**config.mk**
```make
export PLATFORM = sky130hd
export DESIGN_NAME = oja_ctrl_flat
export DESIGN_NICKNAME = d
export VERILOG_FILES = /design/src/hw/rtl/oja_pkg.sv /design/src/hw/rtl/oja_in_if.sv /design/src/hw/rtl/oja_ctrl.sv /design/src/flat_wrapper.sv
export SDC_FILE = /design/constraint.sdc
export NUM_CORES = 1
export LEC_CHECK = 0
export BUFFER_PORTS_ARGS = -buffer_cell sky130_fd_sc_hd__buf_2
export CORE_UTILIZATION = 43
export CTS_CLUSTER_SIZE = 14
export DETAILED_ROUTE_END_ITERATION = 7
export MAX_ROUTING_LAYER = met4
export PLACE_DENSITY_LB_ADDON = 0.25
export SLEW_MARGIN = 20
export SYNTH_ARGS = -nofsm -noshare
export SYNTH_HDL_FRONTEND = slang
export SYNTH_SLANG_ARGS = --single-unit
```
**constraint.sdc**
```tcl
create_clock -name clk -period 2.1 [get_ports clk]
set_input_delay 0.21 -clock clk [delete_from_list [all_inputs] [get_ports clk]]
set_output_delay 0.21 -clock clk [all_outputs]
set_load 0.03 [all_outputs]
```
**src/hw/rtl/oja_pkg.sv**
```systemverilog
// Shared types and constants of the objective and gradient engine.
`timescale 1ns / 1ps
`default_nettype none
package oja_pkg;

	localparam int WORD_W       = 32;
	localparam int PLANE_SLOT_W = 8;
	localparam int TERM_SLOT_W  = 4;
	localparam int COMP_W       = 3;
	localparam int VAL_W        = 48;
	localparam int DIV_W        = 64;

	localparam int DIMS_W   = 4;
	localparam int PLANES_W = 9;
	localparam int APB_W    = 32;
	localparam int PADDR_W  = 4;

	localparam logic [DIMS_W-1:0] DIMS_RST = 4'd2;

	localparam logic signed [63:0] ACC_MAX = 64'sh7FFF_FFFF_FFFF_FFFF;
	localparam logic signed [63:0] ACC_MIN = 64'sh8000_0000_0000_0000;
	localparam logic signed [63:0] G64_MAX = 64'sh0000_7FFF_FFFF_FFFF;
	localparam logic signed [63:0] G64_MIN = 64'shFFFF_8000_0000_0000;
	localparam logic [VAL_W-1:0]   OBJ_MAX = 48'hFFFF_FFFF_FFFF;

	typedef enum logic {
		CMD_LOAD  = 1'b0,
		CMD_POINT = 1'b1
	} cmd_t;

	typedef enum logic [1:0] {
		REG_DIMS   = 2'd0,
		REG_PLANES = 2'd1,
		REG_RANK   = 2'd2
	} reg_t;

	typedef struct packed {
		logic load_wr;
		logic point_wr;
		logic walk_clr;
		logic rd;
		logic rd_first;
		logic rd_last;
		logic plane_adv;
		logic div_start;
		logic sel_obj;
		logic out_load;
		logic out_last;
	} ctrl_t;

	typedef struct packed {
		logic pipe_busy;
		logic div_done;
		logic out_free;
	} stat_t;

endpackage
`default_nettype wire

```
**src/hw/rtl/oja_in_if.sv**
```systemverilog
// Input channel: coefficient loads and query coordinates.
`timescale 1ns / 1ps
`default_nettype none
interface oja_in_if;
	import oja_pkg::*;

	logic                           valid;
	logic                           ready;
	cmd_t                           cmd;
	logic [PLANE_SLOT_W-1:0]        plane_slot;
	logic [TERM_SLOT_W-1:0]         term_slot;
	logic signed [WORD_W-1:0]       word;

	modport source (output valid, cmd, plane_slot, term_slot, word, input ready);
	modport sink (input valid, cmd, plane_slot, term_slot, word, output ready);
endinterface
`default_nettype wire

```
**src/hw/rtl/oja_ctrl.sv**
```systemverilog
// Sequencer: input decode, plane walk, division order and result hand-off.
`timescale 1ns / 1ps
`default_nettype none
module oja_ctrl #(
	parameter int DIM_MAX    = 8,
	parameter int PLANES_MAX = 256
) (
	input  wire logic                                           clk,
	input  wire logic                                           arst_n,
	oja_in_if.sink                                              item,
	input  wire logic [$clog2(DIM_MAX+1)-1:0]                   dim,
	input  wire logic [$clog2(PLANES_MAX+1)-1:0]                planes,
	input  oja_pkg::stat_t                                      stat,
	output oja_pkg::ctrl_t                                      ctrl,
	output logic [$clog2(DIM_MAX+1)-1:0]                        term_idx,
	output logic [((DIM_MAX > 1) ? $clog2(DIM_MAX) : 1)-1:0]    comp_idx
);
	import oja_pkg::*;

	localparam int TW = $clog2(DIM_MAX + 1);
	localparam int PW = $clog2(PLANES_MAX + 1);
	localparam int KW = (DIM_MAX > 1) ? $clog2(DIM_MAX) : 1;

	typedef enum logic [2:0] {
		S_IDLE,
		S_WALK,
		S_DRAIN,
		S_DSTART,
		S_DRUN,
		S_EMIT
	} state_t;

	state_t        state_q;
	logic [TW-1:0] t_q;
	logic [PW-1:0] p_q;
	logic [KW-1:0] k_q;
	logic          obj_phase_q;

	logic accept_c;
	logic is_point_c;
	logic load_ok_c;
	logic point_ok_c;
	logic fire_c;
	logic t_end_c;
	logic p_end_c;
	logic k_end_c;

	assign item.ready = (state_q == S_IDLE);

	always_comb begin
		accept_c   = item.valid && item.ready;
		is_point_c = (item.cmd == CMD_POINT);
		load_ok_c  = (32'(item.term_slot) <= 32'(DIM_MAX)) &&
			(32'(item.plane_slot) < 32'(PLANES_MAX));
		point_ok_c = (item.term_slot != '0) && (32'(item.term_slot) <= 32'(dim));
		fire_c     = accept_c && is_point_c && point_ok_c &&
			(32'(item.term_slot) == 32'(dim));
		t_end_c    = (t_q == dim);
		p_end_c    = (32'(p_q) + 32'd1 == 32'(planes));
		k_end_c    = (32'(k_q) + 32'd1 == 32'(dim));
	end

	always_comb begin
		ctrl           = '0;
		ctrl.load_wr   = accept_c && !is_point_c && load_ok_c;
		ctrl.point_wr  = accept_c && is_point_c && point_ok_c;
		ctrl.walk_clr  = fire_c;
		ctrl.rd        = (state_q == S_WALK);
		ctrl.rd_first  = (t_q == '0);
		ctrl.rd_last   = t_end_c;
		ctrl.plane_adv = (state_q == S_WALK) && t_end_c;
		ctrl.div_start = (state_q == S_DSTART);
		ctrl.sel_obj   = obj_phase_q;
		ctrl.out_load  = (state_q == S_EMIT) && stat.out_free;
		ctrl.out_last  = k_end_c;
	end

	assign term_idx = t_q;
	assign comp_idx = k_q;

	always_ff @(posedge clk or negedge arst_n) begin
		if (!arst_n) begin
			state_q     <= S_IDLE;
			t_q         <= '0;
			p_q         <= '0;
			k_q         <= '0;
			obj_phase_q <= 1'b0;
		end else begin
			unique case (state_q)
				S_IDLE: begin
					if (fire_c) begin
						t_q     <= '0;
						p_q     <= '0;
						state_q <= (planes == '0) ? S_DRAIN : S_WALK;
					end
				end
				S_WALK: begin
					if (t_end_c) begin
						t_q <= '0;
						p_q <= p_q + 1'b1;
						if (p_end_c) begin
							state_q <= S_DRAIN;
						end
					end else begin
						t_q <= t_q + 1'b1;
					end
				end
				S_DRAIN: begin
					if (!stat.pipe_busy) begin
						obj_phase_q <= 1'b1;
						k_q         <= '0;
						state_q     <= S_DSTART;
					end
				end
				S_DSTART: begin
					state_q <= S_DRUN;
				end
				S_DRUN: begin
					if (stat.div_done) begin
						if (obj_phase_q) begin
							obj_phase_q <= 1'b0;
							state_q     <= S_DSTART;
						end else begin
							state_q <= S_EMIT;
						end
					end
				end
				S_EMIT: begin
					if (stat.out_free) begin
						if (k_end_c) begin
							state_q <= S_IDLE;
						end else begin
							k_q     <= k_q + 1'b1;
							state_q <= S_DSTART;
						end
					end
				end
				default: begin
					state_q <= S_IDLE;
				end
			endcase
		end
	end
endmodule
`default_nettype wire

```
**src/flat_wrapper.sv**
```systemverilog
// flat-port wrapper written by rule: the top's interface ports become plain ports
module oja_ctrl_flat import oja_pkg::*;
#(
	parameter int DIM_MAX    = 8,
	parameter int PLANES_MAX = 256
)
  (clk, arst_n, dim, planes, stat, ctrl, term_idx, comp_idx, item_valid, item_cmd, item_plane_slot, item_term_slot, item_word, item_ready);
  oja_in_if item_i ();
  input  wire logic clk;
  input  wire logic arst_n;
  input  wire logic [$clog2(DIM_MAX+1)-1:0] dim;
  input  wire logic [$clog2(PLANES_MAX+1)-1:0] planes;
  input  oja_pkg::stat_t stat;
  output oja_pkg::ctrl_t ctrl;
  output logic [$clog2(DIM_MAX+1)-1:0] term_idx;
  output logic [((DIM_MAX > 1) ? $clog2(DIM_MAX) : 1)-1:0] comp_idx;
  input wire logic [$bits(item_i.valid)-1:0] item_valid;
  input wire logic [$bits(item_i.cmd)-1:0] item_cmd;
  input wire logic [$bits(item_i.plane_slot)-1:0] item_plane_slot;
  input wire logic [$bits(item_i.term_slot)-1:0] item_term_slot;
  input wire logic [$bits(item_i.word)-1:0] item_word;
  output wire logic [$bits(item_i.ready)-1:0] item_ready;
  assign item_i.valid = item_valid;
  assign item_i.cmd = item_cmd;
  assign item_i.plane_slot = item_plane_slot;
  assign item_i.term_slot = item_term_slot;
  assign item_i.word = item_word;
  assign item_ready = item_i.ready;
  oja_ctrl #(.DIM_MAX(DIM_MAX), .PLANES_MAX(PLANES_MAX)) u_core (.clk(clk), .arst_n(arst_n), .item(item_i), .dim(dim), .planes(planes), .stat(stat), .ctrl(ctrl), .term_idx(term_idx), .comp_idx(comp_idx));
endmodule
```
==> run_results.csv <==
group,metric,value,unit
floorplan,coreArea,0.00397,mm^2
synth,synth_fa_ha_area_frac,0.0563,
outcome,status,"completed",
worst_setup_path,reg2regPathDepth,6,
pwr,p_leak,1.07,nW
global_routing,track_usage,0.225,
hold_path,hp-class,"in -> reg",
pwr,ir_drop,0.000419,V
clock_network,cts_num_sinks,20,
timing,grt_setup_unrepaired,"yes",
timing,tns,0,ps
synth,ys_seq_elements,20,
synth,synthesis.nets,282,
synth,ys_async_sr_fraction,1.00,
synth,netlist.area_leader.share,0.281,
worst_setup_path,timing.rr.end,"u_core.state_q[0]$_DFFE_PN0P_",
global_routing,antenna_found_initial,0,
place,io_buffers,42,
synth,synth-edff-count,0,
synth,syn_inst,210,
timing,drv_slew,0,
routing,routed_via_density,5.60,
floorplan,dieWidth,66.3,um
worst_setup_path,worst_ep_required_time,1890,ps
job,cap_violations,0,
routing,dr_total_vias,1769,
synth,yosys_warnings,0,
timing,hold_viol_final,0,
layout,layout-drive-gt1-share,0.320,
synth,synth_area,0.00178,mm^2
routing,drc,0,
synth,synth.avg_cell_area,8.47,um^2
clock_network,clk_pin_slew,90,ps
floorplan,start_util,0.448,
worst_setup_path,start_kind,"register",
layout,area_growth,26.5,%
global_routing,grt_max_degree,21,
worst_setup_path,crit_path_end,"ctrl[4]",
layout,layout.nets,339,
synth,synth_cell_types,53,
synth,synth_ff_type,"dfrtp_1",
floorplan,die_h,66.3,um
global_routing,grt_pass1_vias,1570,
timing,setup_violations,0,
clock_network,insertion_delay,260,ps
clock_network,cts-root-buf,"clkbuf_8",
global_routing,grt_remaining_overflow,0,
synth,synthTopCellsByArea,"dfrtp_1 (28%), o21ai_0 (6.2%), ha_1 (5.6%)",
worst_setup_path,worstPathMaxFanout,5,
timing,tightest_slew,632,ps
pwr,power_per_cell_area,787,mW/mm^2
routing,drt.antenna.violating_nets,0,
place,place_congestion,0.907,
layout,antenna_cells,0,
floorplan,ios,83,
synth,synth_top_area_cell,"dfrtp_1",
worst_setup_path,regToRegStartpoint,"u_core.comp_idx[2]$_DFFE_PN0P_",
routing,avgRoutedWirePerCell,14.3,um
routing,wl,4.51,mm
synth,synth-simple-area-share,0.239,
floorplan,rows,23,
synth,synth_compound_area_frac,0.241,
synth,synth.area.mux_share,0.0176,
clock_network,cts_setup_buffers,0,
worst_setup_path,path_class,"reg -> out",
timing,finClkSkew,11.1,ps
timing,fmax,490,MHz
global_routing,grt_pass1_wl,7.36,mm
worst_setup_path,cp-end-kind,"output pin",
timing,slew_headroom,0.579,
place,place_hpwl,3.54,mm
worst_setup_path,cp-startpoint,"u_core.term_idx[1]$_DFFE_PN0P_",
clock_network,clock_path_buffers,2,
worst_setup_path,rrSetupSlack,90,ps
synth,synth_xor_area_frac,0.0950,
routing,drtPass1Iterations,4,
clock_network,cts_max_level,1,
hold_path,hp-start,"stat[1]",
clock_network,cts_tree,"done",
floorplan,fp.dieArea,0.00440,mm^2
timing,period_minus_slack,2040,ps
synth,synth_top_family_by_area,"compound AO/OA/AOI/OAI gates",
pwr,power,1.77,mW
timing,post-route-period-util,0.972,
worst_setup_path,critPathArrivalTime,1830,ps
routing,drtIter0Drc,103,
synth,synth_commonest_cells,"nand2_1 (22), o21ai_0 (22), dfrtp_1 (20), inv_1 (10)",
synth,ys_seq_area_frac,0.281,
clock_network,cts_inserted_buffers,3,
-- flip-flops by register name (all words and copies together), names as in the netlist --
signal and flops:
u_core.comp_idx 3, u_core.obj_phase_q 1, u_core.p_q 9, u_core.state_q 3, u_core.term_idx 4
-- power by group --
part / internal (mW) / leakage, nW / switching (mW)
logic: 0.381 / 0.782 / 0.482
registers: 0.454 / 0.257 / 0.0590
clock network: 0.254 / 0.0357 / 0.140
total: 1.09 / 1.07 / 0.680
-- cells by family (layout without fill, tap and decap cells) --
group	Yosys count	count (layout)
DFF	20	20
AOI/OAI and AO/OA	62	62
muxes	3	3
and+or+nand+nor	76	76
adders and majority gates	8	8
buffers and inverters	25	81
xor gates and xnor gates	16	16
-- worst max-delay path, stage by stage, from the launching register on --
cell	delay (ps)
dfrtp_1	390
xor2_1	160
or4_4	580
inv_2	100
nand2_2	90
clkinv_1	80
buf_4	150
-- area by class of cell --
cell class / instances / area, um^2
clock buffers: 3 / 41.3
clock inverters: 1 / 30.0
fillers: 369 / 1720
inverters: 12 / 45.0
multi-input cells: 165 / 1170
flip-flops and latches: 20 / 502
well taps: 50 / 62.6
repair buffers: 65 / 394
-- worst min path at each step --
stage,depth (start not counted),end,slack [ps]
2_1_floorplan,0,u_core.comp_idx[0]$_DFFE_PN0P_,-90
3_3_place_gp,1,u_core.p_q[3]$_DFFE_PN0P_,200
3_5_place_dp,1,u_core.term_idx[2]$_DFFE_PN0P_,200
4_1_cts,4,u_core.obj_phase_q$_DFFE_PN0P_,270
5_1_grt,4,u_core.obj_phase_q$_DFFE_PN0P_,300
6_report,4,u_core.obj_phase_q$_DFFE_PN0P_,260
-- layer usage --
| layer | vias up | routed length, um | track usage |
|---|---|---|---|
| met2 | 46 | 2210 | 0.395 |
| met1 | 832 | 2100 | 0.282 |
| met4 | 0 | 27 | 0.0399 |
| li1 | 889 | - | - |
| met3 | 2 | 167 | 0.0207 |
| met5 | - | 0 | - |
-- metrics by stage --
step | cell area, um^2 | hold WS [ps] | worst slack, ps | util | std cells
4_1_cts | 2250 | 268 | 21.8 | 0.566 | 316
6_report | 2250 | 258 | 58.8 | 0.566 | 316
3_3_place_gp | 2150 | 197 | 70.3 | 0.541 | 311
2_1_floorplan | 1790 | -85.6 | 3.63 | - | 210
5_1_grt | 2250 | 299 | -7.51 | 0.566 | 316
3_5_place_dp | 2150 | 202 | 21.5 | 0.541 | 311
-- cell usage in the layout, fill, tap and decap left out, drive strengths merged, types with 3 or more instances in the layout --
| master | n |
|---|---|
| a21o | 3 |
| clkbuf | 3 |
| nor2 | 9 |
| inv | 10 |
| and3 | 5 |
| a21oi | 6 |
| nor4b | 3 |
| nand2 | 22 |
| o21ai | 23 |
| o21a | 6 |
| or3 | 3 |
| nand3 | 4 |
| xnor2 | 5 |
| ha | 8 |
| nor4 | 5 |
| nor3 | 9 |
| xor2 | 9 |
| dfrtp | 20 |
| nand4 | 4 |
| nor3b | 5 |
| a31o | 4 |
| buf | 64 |
-- repair_timing --
action,CTS,global route
setup endpoints to repair,3,4
pin swaps,4,1
hold endpoints to repair,20,0
hold buffers,1,0
resized for setup,7,1
(Power assumes the default switching activity.)
